--- src/hdl/bimc_pkg.sv ---
`default_nettype none

package bimc_pkg;

	// Field widths of the result
	localparam int AREA_W = 21;
	localparam int SUM_W  = 30;
	localparam int MOM_W  = 39;
	localparam int CTR_W  = 11;

	// Configuration port
	localparam int CFG_W     = 11;
	localparam int CFG_IDX_W = 2;
	localparam logic [CFG_IDX_W-1:0] REG_FRAME_WIDTH  = 2'd0;
	localparam logic [CFG_IDX_W-1:0] REG_FRAME_HEIGHT = 2'd1;
	localparam logic [CFG_W-1:0] FRAME_WIDTH_RST  = 11'd640;
	localparam logic [CFG_W-1:0] FRAME_HEIGHT_RST = 11'd480;

	// Pixel value that marks an object pixel
	localparam logic [7:0] OBJECT_VALUE = 8'd255;

	// One quotient bit per step over the whole dividend
	localparam int DIV_STEPS = SUM_W;
	localparam int DIV_CNT_W = $clog2(DIV_STEPS);

	// Commands from the controller to the datapath
	typedef struct packed {
		logic acc_en;
		logic snap;
		logic div_step;
	} bimc_cmd_t;

	// Status from the datapath to the controller
	typedef struct packed {
		logic frame_end;
	} bimc_sts_t;

endpackage

`default_nettype wire

--- src/hdl/bimc_ctrl.sv ---
`default_nettype none

module bimc_ctrl
	import bimc_pkg::*;
(
	input  wire logic      clk,
	input  wire logic      arst_n,
	input  wire logic      pixel_valid,
	output logic           pixel_stall,
	output logic           result_valid,
	input  wire logic      result_stall,
	input  wire bimc_sts_t sts,
	output bimc_cmd_t      cmd
);

	typedef enum logic [2:0] {
		S_IDLE = 3'b001,
		S_DIV  = 3'b010,
		S_OUT  = 3'b100
	} state_t;

	localparam logic [DIV_CNT_W-1:0] LAST_STEP = DIV_CNT_W'(DIV_STEPS - 1);

	state_t               state_q;
	logic [DIV_CNT_W-1:0] cnt_q;

	// Hold a frame-end pixel while the previous result is still in flight
	assign pixel_stall = sts.frame_end && (state_q != S_IDLE);
	assign result_valid = (state_q == S_OUT);

	always_comb begin
		cmd.acc_en   = pixel_valid && !pixel_stall;
		cmd.snap     = pixel_valid && !pixel_stall && sts.frame_end;
		cmd.div_step = (state_q == S_DIV);
	end

	// Sequence snapshot, division and result hand-off
	always_ff @(posedge clk or negedge arst_n) begin
		if (!arst_n) begin
			state_q <= S_IDLE;
			cnt_q   <= '0;
		end else begin
			unique case (state_q)
				S_IDLE: begin
					cnt_q <= '0;
					if (cmd.snap) state_q <= S_DIV;
				end
				S_DIV: begin
					cnt_q <= cnt_q + 1'b1;
					if (cnt_q == LAST_STEP) state_q <= S_OUT;
				end
				S_OUT: begin
					if (!result_stall) state_q <= S_IDLE;
				end
				default: state_q <= S_IDLE;
			endcase
		end
	end

`ifndef SYNTHESIS
	a_snap_idle: assert property (@(posedge clk) disable iff (!arst_n)
		cmd.snap |-> (state_q == S_IDLE))
		else $error("frame snapshot taken while a result is in flight");
	a_div_done: assert property (@(posedge clk) disable iff (!arst_n)
		(state_q == S_DIV && cnt_q == LAST_STEP) |=> (state_q == S_OUT))
		else $error("division did not finish after its last step");
	a_out_hold: assert property (@(posedge clk) disable iff (!arst_n)
		(state_q == S_OUT && result_stall) |=> (state_q == S_OUT))
		else $error("stalled result request dropped");
`endif

endmodule

`default_nettype wire

--- src/hdl/bimc_dp.sv ---
`default_nettype none

module bimc_dp
	import bimc_pkg::*;
#(
	parameter int MAX_DIM = 1024
) (
	input  wire logic                 clk,
	input  wire logic                 arst_n,
	input  wire logic                 cfg_valid,
	input  wire logic [CFG_IDX_W-1:0] cfg_index,
	input  wire logic [CFG_W-1:0]     cfg_data,
	input  wire logic [7:0]           pixel,
	input  wire bimc_cmd_t            cmd,
	output bimc_sts_t                 sts,
	output logic [AREA_W-1:0]         area,
	output logic [SUM_W-1:0]          sum_x,
	output logic [SUM_W-1:0]          sum_y,
	output logic [MOM_W-1:0]          sum_xy,
	output logic [MOM_W-1:0]          sum_xx,
	output logic [MOM_W-1:0]          sum_yy,
	output logic [CTR_W-1:0]          center_x,
	output logic [CTR_W-1:0]          center_y,
	output logic                      empty_frame
);

	localparam int CW = $clog2(MAX_DIM);
	localparam int XW = CW + 1;

	logic [CFG_W-1:0] width_q, height_q;
	logic [CW-1:0]    col_q, row_q;
	logic [XW-1:0]    w_eff, h_eff, x, y;
	logic [2*XW-1:0]  prod_xy, prod_xx, prod_yy;
	logic             obj, row_end;

	logic [AREA_W-1:0] acc_area_q, nxt_area;
	logic [SUM_W-1:0]  acc_x_q, acc_y_q, nxt_x, nxt_y;
	logic [MOM_W-1:0]  acc_xy_q, acc_xx_q, acc_yy_q, nxt_xy, nxt_xx, nxt_yy;

	logic [AREA_W-1:0] area_q;
	logic [SUM_W-1:0]  sum_x_q, sum_y_q;
	logic [MOM_W-1:0]  sum_xy_q, sum_xx_q, sum_yy_q;

	logic [AREA_W-1:0] rem_x_q, rem_y_q;
	logic [SUM_W-1:0]  quo_x_q, quo_y_q;
	logic [AREA_W:0]   trial_x, trial_y;
	logic              take_x, take_y;

	// Clamp a size register to 1..MAX_DIM
	function automatic logic [XW-1:0] eff_size(input logic [CFG_W-1:0] r);
		logic [XW-1:0] s;
		if (r == '0) s = XW'(1);
		else if (32'(r) > 32'(MAX_DIM)) s = XW'(MAX_DIM);
		else s = XW'(r);
		return s;
	endfunction

	// Write size registers
	always_ff @(posedge clk or negedge arst_n) begin
		if (!arst_n) begin
			width_q  <= FRAME_WIDTH_RST;
			height_q <= FRAME_HEIGHT_RST;
		end else if (cfg_valid) begin
			unique case (cfg_index)
				REG_FRAME_WIDTH:  width_q  <= cfg_data;
				REG_FRAME_HEIGHT: height_q <= cfg_data;
				default: ;
			endcase
		end
	end

	// Locate the current pixel and its moment terms
	always_comb begin
		w_eff   = eff_size(width_q);
		h_eff   = eff_size(height_q);
		x       = XW'(col_q) + 1'b1;
		y       = XW'(row_q) + 1'b1;
		obj     = (pixel == OBJECT_VALUE);
		row_end = (x >= w_eff);
		sts.frame_end = row_end && (y >= h_eff);
		prod_xy = x * y;
		prod_xx = x * x;
		prod_yy = y * y;
	end

	// Running moments including the current pixel
	always_comb begin
		nxt_area = acc_area_q;
		nxt_x    = acc_x_q;
		nxt_y    = acc_y_q;
		nxt_xy   = acc_xy_q;
		nxt_xx   = acc_xx_q;
		nxt_yy   = acc_yy_q;
		if (obj) begin
			nxt_area = acc_area_q + 1'b1;
			nxt_x    = acc_x_q + SUM_W'(x);
			nxt_y    = acc_y_q + SUM_W'(y);
			nxt_xy   = acc_xy_q + MOM_W'(prod_xy);
			nxt_xx   = acc_xx_q + MOM_W'(prod_xx);
			nxt_yy   = acc_yy_q + MOM_W'(prod_yy);
		end
	end

	// Advance raster position and accumulate; clear at frame end
	always_ff @(posedge clk or negedge arst_n) begin
		if (!arst_n) begin
			col_q      <= '0;
			row_q      <= '0;
			acc_area_q <= '0;
			acc_x_q    <= '0;
			acc_y_q    <= '0;
			acc_xy_q   <= '0;
			acc_xx_q   <= '0;
			acc_yy_q   <= '0;
		end else if (cmd.acc_en) begin
			if (sts.frame_end) begin
				col_q      <= '0;
				row_q      <= '0;
				acc_area_q <= '0;
				acc_x_q    <= '0;
				acc_y_q    <= '0;
				acc_xy_q   <= '0;
				acc_xx_q   <= '0;
				acc_yy_q   <= '0;
			end else begin
				if (row_end) begin
					col_q <= '0;
					row_q <= row_q + 1'b1;
				end else begin
					col_q <= col_q + 1'b1;
				end
				acc_area_q <= nxt_area;
				acc_x_q    <= nxt_x;
				acc_y_q    <= nxt_y;
				acc_xy_q   <= nxt_xy;
				acc_xx_q   <= nxt_xx;
				acc_yy_q   <= nxt_yy;
			end
		end
	end

	// Restoring division, one quotient bit per step
	always_comb begin
		trial_x = {rem_x_q, quo_x_q[SUM_W-1]};
		trial_y = {rem_y_q, quo_y_q[SUM_W-1]};
		take_x  = (trial_x >= {1'b0, area_q});
		take_y  = (trial_y >= {1'b0, area_q});
	end

	// Capture the frame's moments and run the centroid division
	always_ff @(posedge clk) begin
		if (cmd.snap) begin
			area_q   <= nxt_area;
			sum_x_q  <= nxt_x;
			sum_y_q  <= nxt_y;
			sum_xy_q <= nxt_xy;
			sum_xx_q <= nxt_xx;
			sum_yy_q <= nxt_yy;
			rem_x_q  <= '0;
			rem_y_q  <= '0;
			quo_x_q  <= nxt_x;
			quo_y_q  <= nxt_y;
		end else if (cmd.div_step) begin
			rem_x_q <= take_x ? AREA_W'(trial_x - {1'b0, area_q}) : AREA_W'(trial_x);
			rem_y_q <= take_y ? AREA_W'(trial_y - {1'b0, area_q}) : AREA_W'(trial_y);
			quo_x_q <= {quo_x_q[SUM_W-2:0], take_x};
			quo_y_q <= {quo_y_q[SUM_W-2:0], take_y};
		end
	end

	// Drive the result fields
	always_comb begin
		area        = area_q;
		sum_x       = sum_x_q;
		sum_y       = sum_y_q;
		sum_xy      = sum_xy_q;
		sum_xx      = sum_xx_q;
		sum_yy      = sum_yy_q;
		empty_frame = (area_q == '0);
		center_x    = empty_frame ? '0 : quo_x_q[CTR_W-1:0];
		center_y    = empty_frame ? '0 : quo_y_q[CTR_W-1:0];
	end

endmodule

`default_nettype wire

--- src/hdl/binary_image_moments_centroid.sv ---
// Raw second-order moments and integer centroid of a binary frame.
// Pixel channel: pixel_valid/pixel_stall carry one 8-bit pixel per request in
// raster order; a pixel equal to 255 is an object pixel, coordinates start at 1.
// Result channel: result_valid/result_stall carry one request per frame with
// M00, M10, M01, M11, M20, M02, the truncated centroid and an empty-frame flag
// (centroid 0 when the frame holds no object pixel).
// Configuration: cfg_valid/cfg_ready write frame_width (index 0) or
// frame_height (index 1); cfg_ready is always high. Write only while idle.
// Throughput: one pixel per cycle. The frame's last pixel starts two restoring
// dividers, one per axis with the area as common divisor, that each yield one
// quotient bit per cycle until the whole dividend is done. The next frame is
// accumulated meanwhile; only its last pixel is stalled until the previous
// result has been taken, so frames shorter than about 32 pixels slow down.
// Reset clears the raster position and the moments and loads 640 x 480.
// While result_stall is high the result holds and nothing is lost.
`default_nettype none

module binary_image_moments_centroid
	import bimc_pkg::*;
#(
	parameter int MAX_DIM = 1024
) (
	input  wire logic                 clk,
	input  wire logic                 arst_n,
	input  wire logic                 pixel_valid,
	output logic                      pixel_stall,
	input  wire logic [7:0]           pixel,
	output logic                      result_valid,
	input  wire logic                 result_stall,
	output logic [AREA_W-1:0]         area,
	output logic [SUM_W-1:0]          sum_x,
	output logic [SUM_W-1:0]          sum_y,
	output logic [MOM_W-1:0]          sum_xy,
	output logic [MOM_W-1:0]          sum_xx,
	output logic [MOM_W-1:0]          sum_yy,
	output logic [CTR_W-1:0]          center_x,
	output logic [CTR_W-1:0]          center_y,
	output logic                      empty_frame,
	input  wire logic                 cfg_valid,
	output logic                      cfg_ready,
	input  wire logic [CFG_IDX_W-1:0] cfg_index,
	input  wire logic [CFG_W-1:0]     cfg_data
);

	bimc_cmd_t cmd;
	bimc_sts_t sts;

	// Accept configuration writes at any time
	assign cfg_ready = 1'b1;

	bimc_ctrl u_ctrl (
		.clk          (clk),
		.arst_n       (arst_n),
		.pixel_valid  (pixel_valid),
		.pixel_stall  (pixel_stall),
		.result_valid (result_valid),
		.result_stall (result_stall),
		.sts          (sts),
		.cmd          (cmd)
	);

	bimc_dp #(
		.MAX_DIM (MAX_DIM)
	) u_dp (
		.clk         (clk),
		.arst_n      (arst_n),
		.cfg_valid   (cfg_valid),
		.cfg_index   (cfg_index),
		.cfg_data    (cfg_data),
		.pixel       (pixel),
		.cmd         (cmd),
		.sts         (sts),
		.area        (area),
		.sum_x       (sum_x),
		.sum_y       (sum_y),
		.sum_xy      (sum_xy),
		.sum_xx      (sum_xx),
		.sum_yy      (sum_yy),
		.center_x    (center_x),
		.center_y    (center_y),
		.empty_frame (empty_frame)
	);

endmodule

`default_nettype wire

--- config.mk ---
export PLATFORM = sky130hd
export DESIGN_NAME = binary_image_moments_centroid
export DESIGN_NICKNAME = d
export VERILOG_FILES = /design/src/hdl/bimc_pkg.sv /design/src/hdl/bimc_ctrl.sv /design/src/hdl/bimc_dp.sv /design/src/hdl/binary_image_moments_centroid.sv
export SDC_FILE = /design/constraint.sdc
export NUM_CORES = 2
export LEC_CHECK = 0
export ABC_CLOCK_PERIOD_IN_PS = 18100
export BUFFER_PORTS_ARGS = -buffer_cell sky130_fd_sc_hd__buf_4
export CAP_MARGIN = 20
export CORE_ASPECT_RATIO = 0.9
export CORE_MARGIN = 1
export CORE_UTILIZATION = 40
export CTS_CLUSTER_SIZE = 28
export DETAILED_ROUTE_END_ITERATION = 6
export SETUP_SLACK_MARGIN = 0.1
export SYNTH_ARGS = -nofsm -noshare
export SYNTH_HDL_FRONTEND = slang
export SYNTH_HIERARCHICAL = 1
export SYNTH_SLANG_ARGS = --single-unit
export TNS_END_PERCENT = 30
--- constraint.sdc ---
create_clock -name clk -period 18.1 [get_ports clk]
set_input_delay 1.81 -clock clk [delete_from_list [all_inputs] [get_ports clk]]
set_output_delay 1.81 -clock clk [all_outputs]
set_load 0.05 [all_outputs]
==> out/results.md <==
| Metric | Reported |
|---|---|
| Synthesis Warnings | 6 |
| Post-route setup slack | 9300 ps |
| Number of nets in the finished design | 4,934 |
| DIE AREA | 0.102 mm2 |
| Highest cell delay on the worst timing path | 880 ps |
| Post-CTS sizing | 0 |
| Final period utilization | 48.6% |
| Crit-path most repeated cell | buf_4 |
| Initial Utilization | 40.6% |
| Remaining number of nets flagged by the antenna check after routing | 0 |
| Number of library cell types mapped by synthesis | 94 |
| Boundary Pins | 250 |
| Count of input and output buffers | 248 |
| Antenna violations before repair | 1 |
| Placement Cell Area | 0.0435 mm2 |
| Row count | 109 |
| Count of buffering cells on the critical path with inverters included | 5 |
| Final period demand of the worst path | 8800 ps |
| Pins over their slew limit | 0 |
| Post-CTS Hold Fix Bufs | 0 |
| Routed vias | 30,700 |
| Commonest cells after routing, fill and taps aside | inv_1, nand2_1, nor2_1 |
| Largest voltage drop on the vdd net | 0.0000844 V |
| Number of global-route vias before repair | 29,900 |
| Mapped Cells | 4,154 |
| Min-delay worst type | reg -> reg |
| GRT overflow | 0 |
| Power density over cell area | 87.6 mW/mm2 |
| Layout Skew | 28.2 ps |
| Worst Setup Slack post-DPL | 9300 ps |
| Total iterations of the first detailed-routing run | 6 |
| Clock network latency to the later pin of the worst-skew pair | 640 ps |
| Number of hold-slack violations in the final timing report | 0 |
| Min Hold Slack | 478 ps |
| Vertical die dimension | 303 um |
| CTS tree | yes |
| Post-synth EDFFs | 258 |
| Share of async-settable or async-resettable flops after synthesis | 45.3% |
| Average cell area after synthesis | 9.67 um2 |
| Relative slew margins | 23.4% |
| Post-Synthesis Cell Area | 0.0402 mm2 |
| Transition time at the pin with the least slew margin | 1140 ps |
| HPWL reported at the end of detailed placement | 84,100 um |
| Weighted congestion reported at the end of routability-driven placement | 0.911 |
| Vias per inst | 5.33 |
| Clk slew on worst S/H paths | 60 ps |
| Gr usage total | 22.8% |
| CP Data Arrival Time | 9170 ps |
| Fin util | 46.5% |
| Clock tree root driver cell | clkbuf_16 |
| Clock sink count | 548 |
| Max stage delay cell, worst path | buf_4 |
| Status | complete, no violations |
| Average wire per cell in the routed design | 19.9 um |
| Data required time of the worst path | 18,470 ps |
| Largest driver fanout on the critical path | 82 |
| Dominant delay contributor by cell family on the critical path | buffers and inverters |
| Number of buffers created by CTS | 68 |
| First-pass GRT wire length | 178,000 um |
| CTS Buffer Depth | 3 |
| DR DRC count | 0 |
| Area growth from synthesis to layout | 14.3% |
| Area of all placed cells without fillers | 0.0459 mm2 |
| Max Fclk | 114 MHz |
| Die X | 336 um |
| Count of max-cap constraint violations | 0 |
| Worst path cell trace | nand3_1 -> nor2_1 -> xnor2_1 -> clkinv_1 -> ha_1 -> nand2_1 -> o21a_1 -> o21ai_0 -> a211oi_1 -> o21ai_1 -> nand2_4 -> inv_2 -> nand2_1 -> nor2_4 -> buf_4 -> buf_4 -> buf_4 -> mux2_2 |
| Setup crit end kind | register |
| Post-synthesis register bit count | 548 |
| Largest net degree at the start of global routing | 85 |
| Setup violations, final | 0 |
| Startpoint types | register |
| Reported leakage power | 0.0213 uW |
| Post-CTS Setup Inserts | 0 |
| DRT iter0 DRCs | 2,523 |
| Final TNS setup | 0 ps |
| Most frequent standard cell in the layout excluding fill and tap cells | inv_1 |
| Drt total wl | 114,000 um |
| Proportion of layout cells with a drive suffix above 1 | 12.0% |
| Dominant synthesized flop cell | edfxtp_1 |
| Share of synthesized area occupied by flip-flops and latches | 36.8% |
| Number of H-tree levels | 3 |
| Startpoint-to-endpoint class of the critical path | reg -> reg |
| Unrepaired setup endpoints after global routing | false |
| Placeable core region | 0.0989 mm2 |
-- worst paths after layout --
kind	from	endpoint	slack [ps]	cells after the start
worst max-delay path	u_dp/col_q[0]$_DFFE_PN0P_	u_dp/quo_x_q[12]$_DFFE_PP_	9300	18
worst min-delay path	u_dp/acc_y_q[24]$_DFFE_PN0P_	u_dp/acc_y_q[24]$_DFFE_PN0P_	480	1
worst max register to register	u_dp/col_q[0]$_DFFE_PN0P_	u_dp/quo_x_q[12]$_DFFE_PP_	9300	18
worst min register to register	u_dp/acc_y_q[24]$_DFFE_PN0P_	u_dp/acc_y_q[24]$_DFFE_PN0P_	480	1
max in group asynchronous	arst_n	u_dp/acc_y_q[17]$_DFFE_PN0P_	14750	3
min in group asynchronous	arst_n	u_dp/height_q[1]$_DFFE_PN0P_	1160	1
-- stage by stage --
step,power (uW),instances
2_1_floorplan,2250,4166
3_3_place_gp,2550,5623
3_5_place_dp,2560,5623
4_1_cts,4060,5749
5_1_grt,4280,5749
6_report,4020,5750
-- flip-flops by register name, indices dropped and copies added, names as in the netlist, 21 cells and up --
name	flops
u_dp/acc_area_q	21
u_dp/acc_x_q	30
u_dp/acc_xx_q	39
u_dp/acc_xy_q	39
u_dp/acc_y_q	30
u_dp/acc_yy_q	39
u_dp/area	21
u_dp/quo_x_q	30
u_dp/quo_y_q	30
u_dp/rem_x_q	21
u_dp/rem_y_q	21
u_dp/sum_x	30
u_dp/sum_xx	39
u_dp/sum_xy	39
u_dp/sum_y	30
u_dp/sum_yy	39
-- logic make-up (layout without fill, tap and decap cells) --
group           count (synthesis)  after routing  share of synthesized area [%]
compound gates                802            802                           13.3
xor+xnor                      230            230                           5.01
fa+ha+maj                     547            547                           22.2
buf+inv                       749           1000                           7.11
flops                         548            548                           36.8
mux                            72             72                           1.98
other cells                     3             16                         0.0280
simple gates                 1203           1203                           13.6
-- Yosys cell counts, types with 16 or more instances --
master | number | area [um2]
and3_1 | 48 | 300
ha_1 | 271 | 3390
o21a_1 | 19 | 143
dfrtp_1 | 241 | 6030
o21ai_1 | 17 | 85.1
a21o_1 | 66 | 495
fa_1 | 276 | 5530
nor3_1 | 41 | 205
nand3_1 | 118 | 591
o31ai_1 | 52 | 390
nor2b_1 | 52 | 325
nand4_1 | 25 | 156
a211oi_1 | 27 | 203
nand2b_1 | 35 | 219
a31oi_1 | 31 | 194
mux2_2 | 59 | 664
o21ai_0 | 235 | 1180
o2bb2ai_1 | 33 | 289
and2_1 | 21 | 131
clkbuf_1 | 133 | 499
inv_1 | 573 | 2150
a22o_1 | 61 | 534
xnor2_1 | 143 | 1250
a211o_1 | 16 | 140
edfxtp_1 | 258 | 7750
nand2_1 | 469 | 1760
buf_1 | 19 | 71.3
or3_1 | 17 | 106
nor2_1 | 312 | 1170
xor2_1 | 87 | 762
a21oi_1 | 141 | 706
dfxtp_1 | 42 | 841
-- cell type report --
type	instances	area [um2]
Antenna cell	1	2.50
Clock inverter	34	469
Timing Repair Buffer	289	2180
Sequential cell	548	14800
Multi-Input combinational cell	2869	22700
Tap cell	1332	1670
Fill cell	9330	52900
Clock buffer	92	1950
Inverter	585	2210
-- power by group --
part	total (uW)	switching, uW	internal (uW)
sequential	1440	65.8	1370
combinational	1110	703	405
clock	1480	574	905
-- worst register-to-register path, stage by stage, from the launching register on --
cell      delay, ps
dfrtp_1         630
nand3_1         310
nor2_1           90
xnor2_1         820
clkinv_1        790
ha_1            550
nand2_1          50
o21a_1          180
o21ai_0          80
a211oi_1        100
o21ai_1         780
nand2_4         440
inv_2           410
nand2_1         150
nor2_4          400
buf_4           590
buf_4           890
buf_4           890
mux2_2          420
-- per-layer routing --
metal	vias up	GRT usage, %	wire length [um]
met5	-	0	0
met4	0	5.86	2710
met3	153	3.72	7310
met2	953	35.8	52000
met1	15100	32.5	52300
li1	14400	-	-
(Power assumes the default switching activity.)
